## src/hdl/dnq_pkg.sv

```systemverilog
// Package for the deduplicating notice queue: widths, command codes, types.
// No dependencies.
`default_nettype none
package dnq_pkg;
  localparam int unsigned HistDepth  = 64;
  localparam int unsigned QueueDepth = 16;
  localparam int unsigned KeyBits    = 32;
  localparam int unsigned HistIdxW   = $clog2(HistDepth);
  localparam int unsigned QIdxW      = $clog2(QueueDepth);
  localparam int unsigned QCntW      = $clog2(QueueDepth + 1);

  typedef enum logic [1:0] {
    CmdEnqueue = 2'd0,
    CmdTick    = 2'd1,
    CmdDismiss = 2'd2,
    CmdClear   = 2'd3
  } cmd_e;

  typedef enum logic [3:0] {
    StIdle   = 4'b0001,
    StSearch = 4'b0010,
    StApply  = 4'b0100,
    StOut    = 4'b1000
  } state_e;

  localparam logic RegQueueLimit = 1'b0;
  localparam logic RegCooldown   = 1'b1;

  // Control handed from the sequencer to each cell of the key chain.
  typedef struct packed {
    logic clear;
    logic shift;
    logic search;
  } cell_ctl_t;
endpackage
`default_nettype wire

```

## src/hdl/dnq_key_cell.sv

```systemverilog
// One cell of the history key chain: holds one key and its valid bit.
// Depends on dnq_pkg.
`default_nettype none
module dnq_key_cell (
  input  wire logic                       clk_i,
  input  wire logic                       rst_ni,
  input  wire dnq_pkg::cell_ctl_t         ctl_i,
  input  wire logic [dnq_pkg::KeyBits-1:0] key_i,
  input  wire logic                       vld_i,
  input  wire logic [dnq_pkg::KeyBits-1:0] probe_i,
  output logic      [dnq_pkg::KeyBits-1:0] key_o,
  output logic                            vld_o,
  output logic                            hit_o
);
  logic [dnq_pkg::KeyBits-1:0] key_q;
  logic vld_q;

  // Shift the key in from the neighbor; the valid bit rides along and is cleared by reset or clear.
  always_ff @(posedge clk_i or negedge rst_ni) begin
    if (!rst_ni) begin
      vld_q <= 1'b0;
    end else if (ctl_i.clear) begin
      vld_q <= 1'b0;
    end else if (ctl_i.shift) begin
      vld_q <= vld_i;
    end
  end

  always_ff @(posedge clk_i) begin
    if (ctl_i.shift) key_q <= key_i;
  end

  assign key_o = key_q;
  assign vld_o = vld_q;
  assign hit_o = ctl_i.search & vld_q & (key_q == probe_i);
endmodule
`default_nettype wire

```

## src/hdl/dedup_notice_queue_with_cooldown_top.sv

```systemverilog
// Top level of the deduplicating notice queue with display cooldown.
// Depends on dnq_pkg and dnq_key_cell.
//
//  Channel | Handshake          | Payload
//  in      | in_valid/in_stall  | cmd, item_ok, item_key, show_ms, now_ms, flags
//  out     | out_valid/out_stall| accepted .. pending_count
//  cfg     | cfg_we_i           | cfg_idx_i, cfg_data_i
// Each item passes capture, one parallel compare over the history chain and the
// pending queue, update, and the result register, in that order. The chain of 64
// cells compares all its keys at once and shifts a new key in on accept. Reset clears
// all control state; no clearing pass is needed. Input stalls while an item is in
// flight or its result waits.
`default_nettype none
module dedup_notice_queue_with_cooldown_top (
  input  wire logic        clk_i,
  input  wire logic        rst_ni,
  input  wire logic        cfg_we_i,
  input  wire logic        cfg_idx_i,
  input  wire logic [31:0] cfg_data_i,
  input  wire logic        in_valid_i,
  output logic             in_stall_o,
  input  wire logic [1:0]  cmd_i,
  input  wire logic        item_ok_i,
  input  wire logic [31:0] item_key_i,
  input  wire logic [31:0] show_ms_i,
  input  wire logic [31:0] now_ms_i,
  input  wire logic        blocked_i,
  input  wire logic        paused_i,
  input  wire logic        partner_ready_i,
  output logic             out_valid_o,
  input  wire logic        out_stall_i,
  output logic             accepted_o,
  output logic             dropped_oldest_o,
  output logic             expired_o,
  output logic             started_o,
  output logic             active_valid_o,
  output logic [31:0]      active_key_o,
  output logic [4:0]       pending_count_o
);
  localparam int unsigned HD = dnq_pkg::HistDepth;
  localparam int unsigned QD = dnq_pkg::QueueDepth;
  localparam int unsigned KB = dnq_pkg::KeyBits;

  dnq_pkg::state_e state_q, state_d;

  // Configuration registers.
  logic [4:0]  qlim_q;
  logic [31:0] cool_q;
  always_ff @(posedge clk_i or negedge rst_ni) begin
    if (!rst_ni) begin
      qlim_q <= 5'd4;
      cool_q <= 32'd10000;
    end else if (cfg_we_i) begin
      if (cfg_idx_i == dnq_pkg::RegQueueLimit) qlim_q <= cfg_data_i[4:0];
      else cool_q <= cfg_data_i;
    end
  end

  // Captured input beat.
  logic [1:0]    cmd_q;
  logic          ok_q, blk_q, pau_q, rdy_q;
  logic [KB-1:0] key_q;
  logic [31:0]   show_q, now_q;
  logic          in_acc;
  assign in_acc = in_valid_i & ~in_stall_o;
  assign in_stall_o = (state_q != dnq_pkg::StIdle);
  always_ff @(posedge clk_i) begin
    if (in_acc) begin
      cmd_q <= cmd_i; ok_q <= item_ok_i; key_q <= item_key_i[KB-1:0];
      show_q <= show_ms_i; now_q <= now_ms_i;
      blk_q <= blocked_i; pau_q <= paused_i; rdy_q <= partner_ready_i;
    end
  end

  // History chain of cells; cell 0 takes the new key, the last one falls off.
  dnq_pkg::cell_ctl_t ctl;
  logic [KB-1:0] ck [HD+1];
  logic          cv [HD+1];
  logic [HD-1:0] hits;
  logic          acc_now;
  assign ck[0] = key_q;
  assign cv[0] = 1'b1;
  for (genvar g = 0; g < HD; g++) begin : g_cell
    dnq_key_cell u_cell (
      .clk_i, .rst_ni, .ctl_i(ctl), .key_i(ck[g]), .vld_i(cv[g]),
      .probe_i(key_q), .key_o(ck[g+1]), .vld_o(cv[g+1]), .hit_o(hits[g])
    );
  end

  // Pending queue.
  logic [KB-1:0]  pk_q [QD];
  logic [31:0]    pd_q [QD];
  logic [dnq_pkg::QIdxW-1:0] head_q;
  logic [dnq_pkg::QCntW-1:0] fill_q;
  logic [QD-1:0]  phit;
  always_comb begin
    for (int i = 0; i < QD; i++) begin
      phit[i] = (pk_q[i] == key_q) &&
        ((dnq_pkg::QIdxW'(i) - head_q) < dnq_pkg::QIdxW'(fill_q)
         || fill_q == dnq_pkg::QCntW'(QD));
    end
  end

  logic          act_q;
  logic [KB-1:0] aid_q;
  logic [31:0]   vdl_q, cdl_q;
  logic          known_q;

  always_ff @(posedge clk_i) begin
    if (state_q == dnq_pkg::StSearch)
      known_q <= (|hits) | (|phit) | (act_q & (aid_q == key_q));
  end

  assign acc_now = (state_q == dnq_pkg::StApply) &&
                   (cmd_q == dnq_pkg::CmdEnqueue) && ok_q && !known_q;
  assign ctl.search = (state_q == dnq_pkg::StSearch);
  assign ctl.shift  = acc_now;
  assign ctl.clear  = (state_q == dnq_pkg::StApply) && (cmd_q == dnq_pkg::CmdClear);

  // Effective limit.
  logic [dnq_pkg::QCntW-1:0] lim;
  always_comb begin
    if (qlim_q == 5'd0) lim = dnq_pkg::QCntW'(1);
    else if (32'(qlim_q) > QD) lim = dnq_pkg::QCntW'(QD);
    else lim = dnq_pkg::QCntW'(qlim_q);
  end

  logic [32:0] vsum, csum;
  assign vsum = {1'b0, now_q} + {1'b0, pd_q[head_q]};
  assign csum = {1'b0, now_q} + {1'b0, cool_q};

  logic r_acc, r_drop, r_exp, r_start;
  logic exp_c, start_c, drop_c;
  logic [dnq_pkg::QIdxW-1:0] h2;
  logic [dnq_pkg::QCntW-1:0] f2;
  always_comb begin
    drop_c = acc_now && (fill_q >= lim);
    h2 = drop_c ? head_q + 1'b1 : head_q;
    f2 = drop_c ? fill_q - 1'b1 : fill_q;
    exp_c = (cmd_q == dnq_pkg::CmdTick) && act_q && (now_q >= vdl_q);
    start_c = (cmd_q == dnq_pkg::CmdTick) && (!act_q || exp_c) && (fill_q != '0)
              && !blk_q && !pau_q && (now_q >= cdl_q) && rdy_q;
  end

  // Queue, active slot and deadlines.
  always_ff @(posedge clk_i or negedge rst_ni) begin
    if (!rst_ni) begin
      head_q <= '0; fill_q <= '0; act_q <= 1'b0; aid_q <= '0;
      vdl_q <= '0; cdl_q <= '0;
      r_acc <= 1'b0; r_drop <= 1'b0; r_exp <= 1'b0; r_start <= 1'b0;
    end else if (state_q == dnq_pkg::StApply) begin
      r_acc <= acc_now; r_drop <= drop_c; r_exp <= exp_c; r_start <= start_c;
      unique case (cmd_q)
        dnq_pkg::CmdEnqueue: begin
          if (acc_now) begin
            head_q <= h2;
            fill_q <= f2 + 1'b1;
          end
        end
        dnq_pkg::CmdTick: begin
          if (exp_c) begin
            act_q <= 1'b0; aid_q <= '0; vdl_q <= '0;
          end
          if (start_c) begin
            act_q <= 1'b1; aid_q <= pk_q[head_q];
            vdl_q <= vsum[32] ? '1 : vsum[31:0];
            cdl_q <= csum[32] ? '1 : csum[31:0];
            head_q <= head_q + 1'b1; fill_q <= fill_q - 1'b1;
          end
        end
        dnq_pkg::CmdDismiss: begin
          act_q <= 1'b0; aid_q <= '0; vdl_q <= '0;
        end
        dnq_pkg::CmdClear: begin
          head_q <= '0; fill_q <= '0; act_q <= 1'b0; aid_q <= '0;
          vdl_q <= '0; cdl_q <= '0;
        end
        default: ;
      endcase
    end
  end

  always_ff @(posedge clk_i) begin
    if (acc_now) begin
      pk_q[h2 + dnq_pkg::QIdxW'(f2)] <= key_q;
      pd_q[h2 + dnq_pkg::QIdxW'(f2)] <= show_q;
    end
  end

  // Sequencer.
  always_comb begin
    state_d = state_q;
    unique case (state_q)
      dnq_pkg::StIdle:   if (in_acc) state_d = dnq_pkg::StSearch;
      dnq_pkg::StSearch: state_d = dnq_pkg::StApply;
      dnq_pkg::StApply:  state_d = dnq_pkg::StOut;
      dnq_pkg::StOut:    if (!out_stall_i) state_d = dnq_pkg::StIdle;
      default:           state_d = dnq_pkg::StIdle;
    endcase
  end
  always_ff @(posedge clk_i or negedge rst_ni) begin
    if (!rst_ni) state_q <= dnq_pkg::StIdle;
    else state_q <= state_d;
  end

  assign out_valid_o      = (state_q == dnq_pkg::StOut);
  assign accepted_o       = r_acc;
  assign dropped_oldest_o = r_drop;
  assign expired_o        = r_exp;
  assign started_o        = r_start;
  assign active_valid_o   = act_q;
  assign active_key_o     = act_q ? 32'(aid_q) : 32'd0;
  assign pending_count_o  = 5'(fill_q);
endmodule
`default_nettype wire

```

## config.mk

```make
export PLATFORM = sky130hd
export DESIGN_NAME = dedup_notice_queue_with_cooldown_top
export DESIGN_NICKNAME = d
export VERILOG_FILES = /design/src/hdl/dnq_pkg.sv /design/src/hdl/dnq_key_cell.sv /design/src/hdl/dedup_notice_queue_with_cooldown_top.sv
export SDC_FILE = /design/constraint.sdc
export NUM_CORES = 2
export LEC_CHECK = 0
export BUFFER_PORTS_ARGS = -buffer_cell sky130_fd_sc_hd__buf_4
export CORE_MARGIN = 4
export CORE_UTILIZATION = 52
export DETAILED_ROUTE_END_ITERATION = 7
export GPL_TIMING_DRIVEN = 0
export PLACE_DENSITY = 0.68
export SETUP_SLACK_MARGIN = 0.3
export SLEW_MARGIN = 20
export SYNTH_ARGS = -nofsm -noshare
export SYNTH_HDL_FRONTEND = slang
export SYNTH_SLANG_ARGS = --single-unit
```

## constraint.sdc

```tcl
create_clock -name clk_i -period 66.9 [get_ports clk_i]
set_input_delay 3.345 -clock clk_i [delete_from_list [all_inputs] [get_ports clk_i]]
set_output_delay 3.345 -clock clk_i [all_outputs]
set_load 0.1 [all_outputs]
```

======== Word level (Yosys, flattened, before mapping) ========
Memory sizes are Yosys's and may differ from the RTL's.
Index checks and enable logic that the tools add are counted.
storage, ports and cells
  register bits ........................... 2,366
  RAM bits ................................ 1,024
  input port bits ......................... 140
  output and inout port bits .............. 44
  logic and storage cells ................. 645
  memories ................................ 2
operators by class
  $add $sub $neg .......................... 22
  magnitude comparators ................... 20
  equality and inequality tests ........... 95
  muxes and demuxes ....................... 156
  bitwise logic cells ..................... 134
  reductions and logical operators ........ 66
memory list
  memory  words  bits a word  read ports  clocked after memory_dff  write ports  line                                        text
  pd_q    16     32           1           0                         1            dedup_notice_queue_with_cooldown_top.sv:92  logic [31:0] pd_q [QD];
  pk_q    16     32           17          0                         1            dedup_notice_queue_with_cooldown_top.sv:91  logic [KB-1:0] pk_q [QD];
operators with widths
  operator                                         number
  equality test 32 bit                             81
  2-to-1 mux 32 bit                                7
  case mux 32 bit (2 select lines)                 3
  2-to-1 mux 1 bit                                 132
  bitwise AND 1 bit                                130
  adder 32 x 32 -> 33 bit                          2
  greater-or-equal comparator 32 bit               2
  less-than comparator 4 bit                       16
  OR reduction 64 bit                              1
  subtractor 4 bit, first input constant           8
  logical AND 1 bit                                29
  2-to-1 mux 5 bit                                 5
  2-to-1 mux 4 bit                                 5
  logical OR 1 bit                                 17
  case mux 4 bit (4 select lines)                  1
  OR reduction 16 bit                              1
  subtractor 3 x 4 -> 4 bit, first input constant  4
  case mux 5 bit (3 select lines)                  1
  case mux 4 bit (3 select lines)                  1
  != test 2 bit, second input constant             4
  subtractor 1 x 4 -> 4 bit, first input constant  2
  subtractor 2 x 4 -> 4 bit, first input constant  2
  AND reduction 2 bit                              3
  AND reduction 3 bit                              2
  26 further kinds                                 34

======== Logic depth before layout (Yosys ltp) ========
  word-level depth ........................ 12
  depth in mapped cells ................... 18
  depth with buffers taken out ............ 17

======== Modules after synthesis ========
Synthesis repeated with hierarchy kept, for this count alone.
unflattened totals
  cells, all modules ...................... 8,909
  area total of the unflattened synthesis .. 147,240.0 µm²
by module, submodules not included
  module                                times used  cells each  area each (µm²)  sequential area each (µm²)
  dnq_key_cell                          64          79          1,357.6          985.9
  dedup_notice_queue_with_cooldown_top  1           3,853       60,356.6         37,629.8

======== Worst setup path before layout ========
Ideal clock, no wire load.
  kind .................................... register -> register
  start ................................... reg state_q[0]
  end ..................................... mem pd_q[8][0] (enable)
  setup time .............................. 644 ps
  data arrival time ....................... 25,561 ps
  data required time ...................... 66,256 ps
  path slack .............................. 40,695 ps
  stages on the path, launching flop included .. 12
  path buffers ............................ 2
  clock period less this slack ............ 26,205 ps
  path through ............................ dfstp_2 -> buf_2 -> nor4b_4 -> nand2_2 -> inv_2 -> buf_4 -> nand2_1 -> o21ai_0 -> inv_1 -> fa_1 -> nand2_1 -> nor4_1
on the way
  longest elaborated chain between the ends .. 7
  elaborated cells on any way between the ends .. 10
  classes of those cells .................. 1 x add/sub; 1 x eq/ne; 4 x mux; 4 x reduce/logical
ends and longest elaborated chain
  element                                               line                                                                                      text
  start, declared                                       dedup_notice_queue_with_cooldown_top.sv:44                                                dnq_pkg::state_e state_q, state_d;
  start signal, assigned                                dedup_notice_queue_with_cooldown_top.sv:202                                               if (!rst_ni) state_q <= dnq_pkg::StIdle;
  start signal, assigned                                dedup_notice_queue_with_cooldown_top.sv:203                                               else state_q <= state_d;
  equality test 4 x 3 -> 1 bit *                        dedup_notice_queue_with_cooldown_top.sv:114                                               assign acc_now = (state_q == dnq_pkg::StApply) &&
  logical AND 1 bit *                                   dedup_notice_queue_with_cooldown_top.sv:114
  logical AND 1 bit * (2 in a row)                      dedup_notice_queue_with_cooldown_top.sv:115                                               (cmd_q == dnq_pkg::CmdEnqueue) && ok_q && !known_q;
  named net acc_now                                     dedup_notice_queue_with_cooldown_top.sv:80                                                logic acc_now;
  logical AND 1 bit                                     dedup_notice_queue_with_cooldown_top.sv:137                                               drop_c = acc_now && (fill_q >= lim);
  2-to-1 mux 4 bit or 2-to-1 mux 5 bit (tied branches)  dedup_notice_queue_with_cooldown_top.sv:138, dedup_notice_queue_with_cooldown_top.sv:139
  adder 4 bit                                           dedup_notice_queue_with_cooldown_top.sv:186                                               pd_q[h2 + dnq_pkg::QIdxW'(f2)] <= show_q;
  end, declared                                         dedup_notice_queue_with_cooldown_top.sv:92
Mark *: on every way through the listed nets, which the timed path passes. The rest lies on a longest branch.

======== Worst setup path after layout ========
  start ................................... reg head_q[1] in the netlist's numbering
  end ..................................... mem pk_q[15][28] in the netlist's numbering (enable)
on the way
  longest elaborated chain between the ends .. 3
ends and longest elaborated chain
  element                 line                                         text
  start, declared         dedup_notice_queue_with_cooldown_top.sv:93   logic [dnq_pkg::QIdxW-1:0] head_q;
  start signal, assigned  dedup_notice_queue_with_cooldown_top.sv:168  head_q <= head_q + 1'b1; fill_q <= fill_q - 1'b1;
  adder 4 x 1 -> 4 bit    dedup_notice_queue_with_cooldown_top.sv:138  h2 = drop_c ? head_q + 1'b1 : head_q;
  2-to-1 mux 4 bit *      dedup_notice_queue_with_cooldown_top.sv:138
  adder 4 bit *           dedup_notice_queue_with_cooldown_top.sv:185  pk_q[h2 + dnq_pkg::QIdxW'(f2)] <= key_q;
  end, declared           dedup_notice_queue_with_cooldown_top.sv:91
Every way passes the cells marked *; elsewhere a longest branch is shown, timed or not.

==> impl_metrics.json <==
{
  "drt_iter0_markers": 22500,
  "yosysTopAreaCell": "edfxtp_1",
  "worstHoldEndpoint": "g_cell[15].u_cell.key_o[4]$_DFFE_PP_",
  "hp_class": "reg2reg",
  "area_share_of_the_largest_cell_type_after_synthesis": 0.643,
  "timing.clock.skew_ns": 0.0457,
  "grt_start_max_net_pins": 167,
  "grt_overflow_total": 0,
  "syn-mean-instance-area_um2": 16.3,
  "placement.io_buffers": 183,
  "global_route_wire_length_before_repair_um": 876000,
  "layout_setup_ws_ns": 58.95,
  "cts.sink_count": 3390,
  "rsz0062_at_grt": "no",
  "tritoncts": "yes",
  "final_layout_size_suffix_gt1_frac": 0.169,
  "crit_path_start": "head_q[1]$_DFFE_PN0P_",
  "max_cap_viol_count": 0,
  "holdPathStages": 0,
  "final_core_utilization": 0.598,
  "final_net_count": 10200,
  "slew_headroom": 0.0536,
  "leakagePower_nw": 53.1,
  "area_growth_pct": 14.2,
  "post-cts-setup-buffer-count": 0,
  "final-hold-violation-count": 0,
  "cts-hold-fix-buffers": 0,
  "worst_path_arrival_ns": 8.60,
  "drc": 1,
  "synth_net_count": 9398,
  "fin_setup_tns_ns": 0,
  "synth_register_bits": 3390,
  "timing_worst_slew_pin_value_ns": 1.42,
  "postSynthCellCount": 9076,
  "vdd.ir_drop.worst_mv": 0.0296,
  "violations": "DRC",
  "status": "complete, but fails checks",
  "first_global_vias": 89500,
  "worst_path_cell_chain": "clkbuf_1 > clkbuf_1 > clkbuf_2 > clkbuf_1 > inv_1 > ha_1 > inv_1 > nor3_1 > a21oi_1 > inv_1 > ha_1 > o21ai_0 > a21boi_0 > nor3_2 > nor4_2 > buf_2 > buf_4 > buf_2 > buf_2 > buf_2",
  "clk_root_buffer_cell": "clkbuf_16",
  "worst_r2r_setup_slack_ns": 58.95,
  "synth_enable_flop_cells": 3175,
  "ioPinCount": 184,
  "timing.critical_path.from_type": "flop",
  "clk_pin_slew_worst_paths_ns": 0.06,
  "drtPass1Iterations": 8,
  "drt-total-wl_um": 691000,
  "wire_per_inst_um": 49.4,
  "fmaxAchievable_mhz": 126,
  "worstPathBufferInverterCount": 12,
  "crit_path_frequent_cell": "buf_2",
  "detailedPlacementHpwl_um": 481000,
  "route.vias.total": 98400,
  "critical_path.max_fanout": 10,
  "power_per_unit_of_standard_cell_area_nw_per_um2": 37.1,
  "detail_route.vias_per_cell": 7.04,
  "cts_max_level": 5,
  "dp_slack_ns": 59.08,
  "clock_tree.buffer_depth": 4,
  "cpMaxStageDelayCell": "clkbuf_1",
  "fp.dieH_um": 542,
  "period_minus_slack_ns": 7.95,
  "synth.area.top_cells": "edfxtp_1 64%, xnor2_1 11%, mux4_2 4.9%",
  "netlist-cell-type-count": 81,
  "setup.worst_path.class": "reg2reg",
  "worstSkewPairLatency_ns": 0.98,
  "number_of_warnings_issued_by_yosys": 0,
  "design_power_total_w": 0.00627,
  "initial_core_util": 0.524,
  "commonest_cells_post_synth": "3175 x edfxtp_1, 1821 x xnor2_1, 791 x xor2_1",
  "initial_antenna_violation_count": 79,
  "cts_repair_resize_count": 0,
  "postSynth.asyncResetShare": 0.0634,
  "worstReg2RegStart": "head_q[1]$_DFFE_PN0P_",
  "drt.antenna.violating_nets": 0,
  "cell_count_after_placement": 13200,
  "synth.cell_area_um2": 148000,
  "critical_path.reg2reg.endpoint": "pk_q[15][28]$_DFFE_PP_",
  "cts-buffers-inserted": 359,
  "critPathMaxStageDelay_ns": 0.80,
  "synth_most_common_cell": "edfxtp_1",
  "number_of_max_slew_violations_in_the_final_report": 0,
  "floorplan.core_area_um2": 283000,
  "globalRouteTotalUtil": 0.462,
  "critical-path-top-delay-family": "buffers and inverters",
  "worstPathRequired_ns": 67.55,
  "finalCritPeriodShare": 0.119,
  "rows": 195,
  "timing.critical_path.to_type": "flop",
  "hp-start": "g_cell[14].u_cell.key_o[4]$_DFFE_PP_",
  "layout.cells.non_filler": 14000,
  "place_congestion": 1.09,
  "final-setup-viol-count": 0,
  "ys_seq_area_frac": 0.680,
  "synth_top_flop_cell": "edfxtp_1",
  "fp.dieW_um": 542,
  "die_area_um2": 294000,
  "r2r_cells": 20
}
[worst reg2reg max path: cells and delay by family, from the launching register on]
family / cells / cell delay, ns
buf+inv: 12 / 4.55
fa+ha+maj: 2 / 0.70
flops: 1 / 0.52
simple gates: 3 / 1.05
compound gates: 3 / 0.81
[layer usage]
metal  track usage  vias to the layer above  part of all wire
met1         0.599                    50000              0.35
met2         0.608                     9986              0.39
met4         0.334                       38             0.090
met3         0.210                     2201              0.17
li1              -                    36200                 -
met5       0.00575                        -            0.0013
[through the flow]
step                hold WS (ns)  area, um2
floorplan                  0.426     148000
global placement           0.438     154000
finish                     0.446     169000
detailed placement         0.439     157000
global route               0.456     169000
CTS                        0.441     169000
[where the power goes]
part / total [W] / switching, W / leakage [nW] / internal [W]
registers: 0.00245 / 0.0000789 / 29.8 / 0.00237
logic: 0.00180 / 0.00129 / 17.6 / 0.000505
clock network: 0.00202 / 0.000890 / 5.64 / 0.00113
total: 0.00627 / 0.00226 / 53.1 / 0.00401
[sequential cells by signal, summed over array words and instances, names as in the netlist, 64 cells and up]
signal and flops:
g_cell.u_cell.key_o 2048, g_cell.u_cell.vld_o 64, pk_q 512, pd_q 512
[cells by family after synthesis]
logic type / count (synthesis) / share of synthesized area
flip-flops: 3390 / 0.680
XOR/XNOR: 2612 / 0.154
AND/OR/NAND/NOR: 1344 / 0.0527
AO/OA/AOI/OAI: 598 / 0.0278
buffers and inverters: 587 / 0.0179
multiplexers: 363 / 0.0519
adder cells (fa/ha/maj): 182 / 0.0155
[how the worst max path moves through the flow]
stage	end	slack (ns)	cells after the start
3_3_place_gp	pk_q[15][7]$_DFFE_PP_	24.30	12
4_1_cts	pk_q[15][28]$_DFFE_PP_	59.01	20
2_1_floorplan	pd_q[8][0]$_DFFE_PP_	40.69	11
5_1_grt	pk_q[15][28]$_DFFE_PP_	58.81	20
3_5_place_dp	pk_q[15][28]$_DFFE_PP_	59.08	20
6_report	pk_q[15][28]$_DFFE_PP_	58.95	20
[cell type report]
cell class | count | area (um2)
antenna | 58 | 145
buffer | 434 | 2250
clock buffer | 483 | 9900
clock inverter | 184 | 1650
fill | 21300 | 114000
inverter | 153 | 574
multi-input combinational | 5099 | 45100
sequential | 3390 | 101000
tap | 3743 | 4680
timing repair buffer | 433 | 4140
[cell usage in the layout (no fill, tap or decap), types with 28 or more instances in the layout]
cell type	instances
nand4_1	527
edfxtp_1	3175
a21o_1	31
mux4_2	320
nand3_1	74
dfrtp_1	208
xor2_1	791
ha_1	179
nand2_1	107
a22o_1	102
xnor2_1	1821
clkbuf_1	169
mux2_2	37
o2bb2ai_1	33
clkinv_1	56
nor4_2	30
nor4_1	294
clkinv_2	68
buf_2	346
and2_1	40
inv_1	150
a21oi_1	126
nor3_1	58
nor2_1	100
buf_6	50
buf_8	28
o21ai_0	114
clkbuf_16	370
buf_4	284
diode_2	58
Note: power is estimated with default switching activity, not from simulation.
